**src/sv/miq_pkg.sv**
```systemverilog
// ----------------------------------------------------------------------------
// miq_pkg : shared types and constants for the middle insert queue
// Command and status codes, controller state, control struct, result record.
// ----------------------------------------------------------------------------
package miq_pkg;

    localparam int unsigned CAPACITY_DEF = 256;

    localparam int unsigned CMD_W    = 2;
    localparam int unsigned VALUE_W  = 32;
    localparam int unsigned STATUS_W = 2;
    localparam int unsigned COUNT_W  = 9;

    // command codes (the unused code is decoded as a pop)
    localparam logic [CMD_W-1:0] CMD_PUSH   = 2'd0;
    localparam logic [CMD_W-1:0] CMD_MIDDLE = 2'd1;
    localparam logic [CMD_W-1:0] CMD_POP    = 2'd2;

    // status codes
    localparam logic [STATUS_W-1:0] ST_OK    = 2'd0;
    localparam logic [STATUS_W-1:0] ST_EMPTY = 2'd1;
    localparam logic [STATUS_W-1:0] ST_FULL  = 2'd2;

    // result buffer occupancy seen by the controller
    typedef enum logic [1:0] {
        S_EMPTY,
        S_ONE,
        S_TWO
    } t_ctrl_state;

    // controller to datapath commands
    typedef struct packed {
        logic exec;           // commit the accepted command to the queue
        logic load_main;      // new result into the output register
        logic load_skid;      // new result into the skid register
        logic main_from_skid; // skid register moves to the output register
    } t_ctrl_cmd;

    typedef struct packed {
        logic [COUNT_W-1:0]         entry_count;
        logic [STATUS_W-1:0]        status;
        logic                       popped_valid;
        logic signed [VALUE_W-1:0]  popped_value;
    } t_result;

endpackage

```
**src/sv/miq_ctrl.sv**
```systemverilog
// ----------------------------------------------------------------------------
// miq_ctrl : handshake controller
// Tracks how many results are buffered and steers the datapath registers.
// ----------------------------------------------------------------------------
module miq_ctrl (
    input  logic                i_clk,
    input  logic                i_rst_n,
    input  logic                i_in_valid,
    input  logic                i_out_ready,
    output logic                o_in_ready,
    output logic                o_out_valid,
    output miq_pkg::t_ctrl_cmd  o_cmd
);

    miq_pkg::t_ctrl_state r_state;
    miq_pkg::t_ctrl_state n_state;

    always_ff @(posedge i_clk) begin
        if (!i_rst_n) begin
            r_state <= miq_pkg::S_EMPTY;
        end else begin
            r_state <= n_state;
        end
    end

    // next state
    always_comb begin
        n_state = r_state;
        case (r_state)
            miq_pkg::S_EMPTY: begin
                if (i_in_valid) begin
                    n_state = miq_pkg::S_ONE;
                end
            end
            miq_pkg::S_ONE: begin
                if (i_in_valid && !i_out_ready) begin
                    n_state = miq_pkg::S_TWO;
                end else if (!i_in_valid && i_out_ready) begin
                    n_state = miq_pkg::S_EMPTY;
                end
            end
            miq_pkg::S_TWO: begin
                if (i_out_ready) begin
                    n_state = miq_pkg::S_ONE;
                end
            end
            default: begin
                n_state = miq_pkg::S_EMPTY;
            end
        endcase
    end

    // outputs
    always_comb begin
        o_in_ready           = 1'b0;
        o_out_valid          = 1'b0;
        o_cmd.exec           = 1'b0;
        o_cmd.load_main      = 1'b0;
        o_cmd.load_skid      = 1'b0;
        o_cmd.main_from_skid = 1'b0;
        case (r_state)
            miq_pkg::S_EMPTY: begin
                o_in_ready      = 1'b1;
                o_cmd.exec      = i_in_valid;
                o_cmd.load_main = i_in_valid;
            end
            miq_pkg::S_ONE: begin
                o_in_ready      = 1'b1;
                o_out_valid     = 1'b1;
                o_cmd.exec      = i_in_valid;
                o_cmd.load_main = i_in_valid && i_out_ready;
                o_cmd.load_skid = i_in_valid && !i_out_ready;
            end
            miq_pkg::S_TWO: begin
                o_out_valid          = 1'b1;
                o_cmd.main_from_skid = i_out_ready;
            end
            default: begin
                o_in_ready = 1'b0;
            end
        endcase
    end

endmodule

```
**config.mk**
```make
export PLATFORM = sky130hd
export DESIGN_NAME = miq_ctrl
export DESIGN_NICKNAME = d
export VERILOG_FILES = /design/src/sv/miq_pkg.sv /design/src/sv/miq_ctrl.sv
export SDC_FILE = /design/constraint.sdc
export NUM_CORES = 1
export LEC_CHECK = 0
export BUFFER_PORTS_ARGS = -buffer_cell sky130_fd_sc_hd__buf_2
export CAP_MARGIN = 20
export CORE_AREA = 2 2 39 41
export DETAILED_ROUTE_END_ITERATION = 6
export DIE_AREA = 0 0 41 43
export GPL_ROUTABILITY_DRIVEN = 0
export RECOVER_POWER = 100
export SLEW_MARGIN = 20
export SYNTH_ARGS = -nofsm -noshare
export SYNTH_HDL_FRONTEND = slang
export SYNTH_SLANG_ARGS = --single-unit
```
**constraint.sdc**
```tcl
create_clock -name i_clk -period 1.7 [get_ports i_clk]
set_input_delay 0.17 -clock i_clk [delete_from_list [all_inputs] [get_ports i_clk]]
set_output_delay 0.17 -clock i_clk [all_outputs]
set_load 0.1 [all_outputs]
```
# --- After elaboration in Yosys (flattened, before gate mapping) ---
# Cells that the tools add are included.
word_totals:
  regBits: 2
  word_cells: 25
op_classes:
  n_eq_ne: 5
  mux: 10
  reduce_logical: 9
ops:
  columns: ["cell", "count"]
  rows:
  - ["$mux 2", 4]
  - ["$pmux 2 s3", 1]
  - ["$mux 1", 4]
  - ["$ne 2x2->1 const B", 2]
  - ["$pmux 2 s2", 1]
  - ["$reduce_or 2->1", 2]
  - ["$logic_and 1x1->1", 3]
  - ["$ne 3x3->1 const B", 1]
  - ["$reduce_and 3->1", 1]
  - ["$eq 2x1->1 const B", 1]
  - ["$eq 2x2->1 const B", 1]
  - ["$logic_not 1->1", 2]
  - ["$logic_not 2->1", 1]

# --- Longest topological paths before layout ---
# Gate-level depths: netlist of run 1.
logic_depth:
  depth_word: 5
  mapped_depth: 5
  depth_no_buf: 5

# --- Worst setup path after synthesis of run 1 ---
# Ideal clock, no wire load.
synth_path:
  kind: "register -> output"
  from: "register r_state[1]"
  to: "output o_cmd[2] (netlist name)"
  t_arrival_ns: 1.918
  required_ns: 1.530
  setup_slack_ns: -0.388
  path_stages_with_launch: 5
  path_cell_list: "dfxtp_1 > inv_1 > ha_1 > a31oi_1 > nor2_1"
synth_lines:
  columns: ["element", "line_no", "source"]
  rows:
  - ["from (decl)", "miq_ctrl.sv:15", "miq_pkg::t_ctrl_state r_state;"]
  - ["from (signal assigned)", "miq_ctrl.sv:20", "r_state <= miq_pkg::S_EMPTY;"]
  - ["from (signal assigned)", "miq_ctrl.sv:22", "r_state <= n_state;"]
  - ["to (decl)", "miq_ctrl.sv:12", "output miq_pkg::t_ctrl_cmd o_cmd"]

# --- Final worst setup path of run 1 ---
layout_path:
  from: "register r_state[0]"
  to: "output o_in_ready"
layout_via:
  elab_chain_len: 3
layout_lines:
  columns: ["element", "line_no", "source"]
  rows:
  - ["$eq 2x1->1 / $logic_not 2->1 (equally long branches)", "miq_ctrl.sv:61", "case (r_state)"]
  - ["$reduce_or 2->1 (no line) *", null, null]
  - ["$mux 1 *", "miq_ctrl.sv:61", null]
  - ["to (decl)", "miq_ctrl.sv:10", "output logic o_in_ready,"]
# Mark *: on every way between the ends. The rest lies on a longest branch, timed or not.

==> results list, run 1 <==
- Run status: complete, no violations
- Leading cell types by total area after synthesis: ha_1, dfxtp_1, mux2i_1
* Syn. warnings: 0
* Mapped cell area: 239 um^2
- In the final layout, the registers with the most flip-flops are r_state (2).
- Fraction of layout cells with a size suffix above 1: 0.425
- Measured on the finished design, the core utilization comes to 0.261.
- The synthesized design spends more area on one cell type than any other, namely ha_1.
- Critical-path maximum fanout: 4
* Switching fraction of total power: 0.592
- Leading post-synthesis cells by instance count: ha_1, inv_1
* Count of pins over their slew limit: 0
* F_max: 0.618 GHz
- Buffers from clock root to sink, at most: 2
- Counting flops with an async set or reset pin after synthesis yields a share of 0.
* Crit path setup slack, layout: 0.0812 ns
- The die covers 0.00176 mm^2.
- In the final routed layout, each cell accounts on average for 8.75 um.
- In this run the number of H-tree levels came out at 1.
* Drc violations: 0
- The final layout contains 53 nets.
* Fin area: 362 um^2
- Placement-stage cell area: 340 um^2
- Setup repair after global routing left no endpoint under its margin.
- TritonCTS built the clock tree.
- Synthesis produced 28 cells.
* Detailed router's first-iteration violation count: 0
- Compared with the post-synthesis result, the final layout area differs by 51.3%.
- In this run the standard cell core region covers 0.00138 mm^2.
* Average instance area after synthesis: 8.53 um^2
- The initial antenna violation count came to 0.
* Wire length of the first global-routing pass: 814 um
- For this design the top-level I/O count stands at 10.
- Flip-flop and latch count after synthesis: 2
* Reg clk slew, reported paths: 0.03 ns
- Kind of end point of the critical path: output port
* Critical path data arrival time: 1.45 ns
- Total global routing overflow: 0
* CTS sink cnt: 2
- For hold timing, the worst endpoint is r_state[0].
- Summing all flip-flop and latch instances after layout gives 41.3 um^2.
* Startpoint class of the critical path: register
- Worst-Margin Slew: 0.541 ns
- Post-layout instance count excluding filler cells: 56
- Part of the total power dissipated in the clock network: 0.175
* Cell depth of the worst hold path: 3
- Placement Rows: 14
- For the worst-skew pair, the clock arrives at the later sink with an insertion delay of 0.23 ns.
* Vertical extent of the die: 43 um
- Delay of the slowest cell on the worst path: 0.38 ns
- Headroom to the max-slew limit came out at 0.641.
- Destination of the worst register-to-register timing path: r_state[1]
* Family of cells with the greatest summed delay on the critical path: flip-flops
* Start point of the worst min-delay path: i_rst_n
- In this run the register-to-register setup slack is 0.29 ns.
- Number of flops mapped to enable cells by yosys: 0
* Minimum setup slack after placement: 0.216 ns
* Total placed cells including tap cells: 53
- Entering global routing, the biggest net connects 7 pins.
- Number of detailed-routing iterations run before antenna repair: 1
- Cell with the most instances after synthesis: ha_1
- Dividing the detail-routed via count by the number of cells gives 3.98.
- Startpoint of the worst-slack reg-to-reg timing path: r_state[0]
- Summed over all nets, the switching power comes to 362 uW.
- After routing, the total negative slack on setup checks comes to 0 ns.
- The register with the most flip-flops in the layout has 2 of them.
- Depth of the worst register-to-register path: 5
- Max-Cap Viols: 0
- Worst hold-check path type: in -> reg
- In this run the worst setup path begins at r_state[0].
- The routed design has 490 um of wire.
- Cell at the root of the clock tree: clkbuf_4
- Multi-input logic area: 190 um^2
- Ranked by flip-flop count, first place goes to r_state.
- Horizontal die dimension: 41 um
- The initial utilization of the core area, before any placement, comes to 0.173.
* Maximum resistive drop on vdd: 704 uV
* Sequential cell area fraction in the yosys report: 0.168
* Number of hold violations in the final report: 0
* Final setup vio count: 0
- Fraction of post-synthesis cell area in the top cell type by area: 0.366
- Number of antenna diodes: 0
* Clk_skew: 0.00227 ns
- The layout has 156 filler cells.
- Mapped Nets: 39
- Cell type of the slowest stage on the worst timing path: dfxtp_1
* Part of the power in combinational logic: 0.709
- The clock period could shrink to 1.62 ns.
* Hold Worst Slack: 0.235 ns
- For this design the static power due to leakage is 0.177 nW.
- Sequential group share of total power: 0.116
- The internal portion of the total power is 250 uW.
* Netlist cell types: 14
- The via count of the first global-routing pass is 220.
- Summing internal, switching and leakage power gives 612 uW.
- Critical path type: reg -> out
- Global-route usage over all layers: 0.0750
- Final clock period utilization by the worst path: 0.952
- For this run, the leading register cell type out of synthesis is dfxtp_1.
* Power per Cell Area: 1690 mW/mm^2
- Number of clock buffers inserted by TritonCTS: 3
- Critical path cell sequence: inv_1 -> ha_1 -> or2_2 -> buf_6
- Half-perimeter wire length after detailed placement: 389 um
- Port bufs: 9
* Required time at the worst-slack endpoint: 1.53 ns
- Number of buffers and inverters on the critical path: 2
- Once detail routing completed, the nets flagged for antenna violations numbered 0.
- Via count: 223
==> worst reg2reg max path, stage by stage, from the launching register on <==
cell and delay (ns):
dfxtp_1 0.38, inv_1 0.10, ha_1 0.23, nor2b_1 0.13
a221o_1 0.30, mux2i_1 0.18
==> cell usage in the layout, fill, tap and decap left out <==
cell | synthesis | final
clkbuf_4 | 0 | 3
dfxtp_1 | 2 | 1
and2_2 | 0 | 1
nor2_2 | 0 | 1
nor2b_1 | 2 | 1
buf_6 | 0 | 2
nor2b_2 | 0 | 1
ha_1 | 7 | 7
a31oi_1 | 1 | 1
inv_1 | 4 | 4
and2_1 | 2 | 1
a21oi_1 | 1 | 1
buf_2 | 0 | 4
or2_2 | 1 | 1
o211ai_1 | 1 | 1
nand2_1 | 2 | 2
clkbuf_2 | 0 | 2
dfxtp_2 | 0 | 1
buf_12 | 0 | 1
mux2i_1 | 2 | 2
a221o_1 | 1 | 1
nand3_1 | 1 | 1
==> cell families (layout without fill, tap and decap cells) <==
family          Yosys count  count (layout)  synth area share
fa+ha+maj                 7               7             0.366
buf+inv                   4              16            0.0628
mux                       2               2            0.0838
simple gates              9               9             0.199
compound gates            4               4             0.120
flops                     2               2             0.168
==> per-layer routing <==
layer | part of all wire | up-vias | global-route usage
met2 | 0.43 | 9 | 0.0906
met3 | 0.094 | 0 | 0.0628
li1 | - | 118 | -
met4 | 0 | 0 | 0.0600
met1 | 0.47 | 96 | 0.0794
met5 | 0 | - | 0
==> repair_timing <==
action                                  4_1_cts  5_1_grt
gates resized for setup                       1        2
endpoints found under the setup margin        1        2
gates cloned                                  0        0
buffers inserted                              0        0
hold buffers                                  0        0
pin swaps                                     0        0
==> power by group through the flow <==
stage	Combinational, mW	Sequential [mW]	Clock, mW
final	0.434	0.0711	0.107
after global routing	0.455	0.0717	0.123
after CTS	0.447	0.0701	0.116
after detailed placement	0.439	0.0706	0
after global placement	0.441	0.0700	0
after floorplan	0.358	0.0670	0
==> worst max-delay path by stage <==
stage,end,slack [ns],cells after the start
after floorplan,o_cmd[2],0.05,4
final,o_in_ready,0.08,4
after global routing,o_cmd[0],0.02,4
after global placement,o_in_ready,0.24,4
after CTS,o_in_ready,0.02,4
after detailed placement,o_in_ready,0.22,4
==> cell type report <==
cell class                 count  share of cell area
clock buffer                   3              0.0623
inverter                       4              0.0415
multi-input combinational     22               0.526
sequential                     2               0.114
tap                           16              0.0554
timing repair buffer           9               0.201
No activity file was read; power rests on OpenSTA's default activity.
==> inputs of run 2 (changes only) <==
- SETUP_SLACK_MARGIN: unset -> 0.3
==> run 2 against run 1 <==
Against the previous run:
- core utilization grew 9.1 points
- die area is the same
- critical path type unchanged
- first-iteration DRC count grew 1
- total power grew 26%
- non-clock buffer count grew 3
- maximum frequency grew 5.9%
- critical endpoint unchanged
- via count grew 10%
==> results list, run 2 (synthesis gave the netlist of run 1 again) <==
* Run status: complete, no violations
- Total placed cells including tap cells: 53
- STA classifies the critical path startpoint as a register.
* Startpoint of the worst-slack reg-to-reg timing path: r_state[1]
* Part of the power in combinational logic: 0.758
- Reg clk slew, reported paths: 0.03 ns
* Hold Worst Slack: 0.235 ns
- Slack of the worst reg-to-reg path: 0.29 ns
* Die area: 0.00176 mm^2
* Detailed router's first-iteration violation count: 1
- The number of max-slew violations in the final report was 0.
- After layout, the design draws a total of 774 uW.
* Number of flip-flops in the largest register: 2
* Half-perimeter wire length after detailed placement: 372 um
- Buffers from clock root to sink, at most: 2
- Internal power consumption: 355 uW
* TritonCTS clock tree: built
* Routed WL: 598 um
- The detail route stage leaves a number of antenna-violating nets equal to 0.
* Placement Rows: 14
- Sequential group share of total power: 0.105
* Number of hold violations in the final report: 0
- Critical path data arrival time: 1.36 ns
- Clk_skew: 0.00679 ns
* Wire length per cell after detailed routing: 10.1 um
- Critical path cell sequence: inv_6 -> ha_4 -> or2_4 -> buf_6
- For this design the top-level I/O count stands at 10.
* Endpoint, Worst Hold: r_state[1]
* Leakage power figure: 0.211 nW
* F_max: 0.654 GHz
- Global-route usage over all layers: 0.0710
- Part of the total power dissipated in the clock network: 0.137
- Switching fraction of total power: 0.542
- Insertion delay of the later-clocked pin in the worst-skew pair: 0.23 ns
- Data on the critical path is required at its endpoint by 1.53 ns.
- Total global routing overflow: 0
- CTS saw 2 sinks.
* Port bufs: 9
- For this design the total switching power over the nets is 419 uW.
- CTS built an H-tree with a depth of 1.
- Registers with the most flip-flops: r_state (2)
- The first global-routing pass estimated 855 um of wire.
- Number of clock buffers inserted by TritonCTS: 3
- In this run the power density over the cells is 1590 mW/mm^2.
- Destination of the worst register-to-register timing path: r_state[0]
* Critical path type: reg -> out
* Drt via density: 4.17
* Initial antenna violation count: 0
- Worst-Margin Slew: 0.536 ns
- Ranked by flip-flop count, first place goes to r_state.
* Initial Util: 0.173
- Final setup vio count: 0
- Cell depth of the worst hold path: 3
- In this design, the stage delay of the slowest critical-path cell is 0.45 ns.
* Number of antenna diodes: 0
* Critical-path maximum fanout: 4
- Vertical extent of the die: 43 um
- From left edge to right edge, the die measures 41 um.
- Setup repair after global routing could not meet its margin everywhere.
* Post-layout instance count excluding filler cells: 59
- The path class of the tightest hold or removal check is in -> reg.
- The core region is 0.00138 mm^2.
- Number of buffers added to fix hold violations after cts: 0
- The first TritonRoute pass finished after 2 iterations.
* Cell at the root of the clock tree: clkbuf_4
* Top library cells by usage in the layout, fill and taps aside: ha_1, buf_4
- Net count reported at finish: 56
- Growth of design area from synthesis to finish: 104%
- Summing over every cut layer, the via total after detailed routing is 246.
- Pin count of the biggest net entering global routing: 7
* Kind of end point of the critical path: output port
- In the routed design, unresolved DRC markers number 0.
* Fraction of layout cells with a size suffix above 1: 0.651
- Max-Slew Margin vs Limit: 0.644
- The slowest stage of the critical path is the dfxtp_1 cell.
- After routing, the total negative slack on setup checks comes to 0 ns.
* Final clock period utilization by the worst path: 0.899
- VDD sags by at most 579 uV.
- The worst register-to-register path has a depth of 5.
- In this run the most critical hold path is launched from i_rst_n.
- The via count of the first global-routing pass is 246.
* Max-Cap Viols: 0
- The worst path needs 1.53 ns of the cycle, external delays included.
-- run 2: worst max path at each step --
stage               slack [ns]       start    endpoint
finish                    0.17  r_state[1]  o_in_ready
global route              0.14  r_state[1]    o_cmd[2]
CTS                       0.27  r_state[1]    o_cmd[2]
detailed placement        0.21  r_state[1]  o_in_ready
global placement          0.20  r_state[1]  o_in_ready
floorplan                 0.05  r_state[1]    o_cmd[2]
-- run 2: metrics by stage --
step / setup slack [ns] / area, um^2 / utilization
6_report: 0.171 / 488 / 0.353
5_1_grt: 0.137 / 488 / 0.353
4_1_cts: 0.271 / 477 / 0.344
3_5_place_dp: 0.211 / 343 / 0.248
3_3_place_gp: 0.200 / 343 / 0.248
2_1_floorplan: 0.0537 / 248 / -
-- run 2: timing repair --
| action | CTS | global route |
|---|---|---|
| setup buffers | 2 | 1 |
| gates resized for setup | 27 | 5 |
| pin swaps | 3 | 4 |
| endpoints found under the setup margin | 7 | 4 |
-- run 2: final cells by class --
| type | instances | area, um^2 |
|---|---|---|
| Clock buffer | 3 | 22.5 |
| Fill cell | 150 | 896 |
| Inverter | 4 | 22.5 |
| Multi-Input combinational cell | 22 | 258 |
| Sequential cell | 2 | 43.8 |
| Tap cell | 16 | 20.0 |
| Timing Repair Buffer | 12 | 121 |
-- run 2: power groups by stage --
| stage | registers, mW | logic (mW) | clock network (mW) |
|---|---|---|---|
| 6_report | 0.0814 | 0.586 | 0.106 |
| 3_3_place_gp | 0.0686 | 0.444 | 0 |
| 3_5_place_dp | 0.0694 | 0.442 | 0 |
| 5_1_grt | 0.0825 | 0.611 | 0.114 |
| 4_1_cts | 0.0835 | 0.552 | 0.113 |
| 2_1_floorplan | 0.0670 | 0.361 | 0 |
-- run 2: layer usage --
| layer | vias up | global-route usage | wire, um | share of wire |
|---|---|---|---|---|
| met5 | - | 0 | 0 | 0 |
| met4 | 0 | 0.0400 | 0 | 0 |
| met3 | 0 | 0.0157 | 33 | 0.055 |
| met2 | 9 | 0.106 | 294 | 0.49 |
| met1 | 113 | 0.0889 | 270 | 0.45 |
| li1 | 124 | - | - | - |
-- run 2: worst max-delay path: cells and delay by family, from the launching register on --
kind,cells,cell delay (ns)
adder cells (fa/ha/maj),1,0.18
flip-flops,1,0.45
AND/OR/NAND/NOR,1,0.25
buffers and inverters,2,0.26
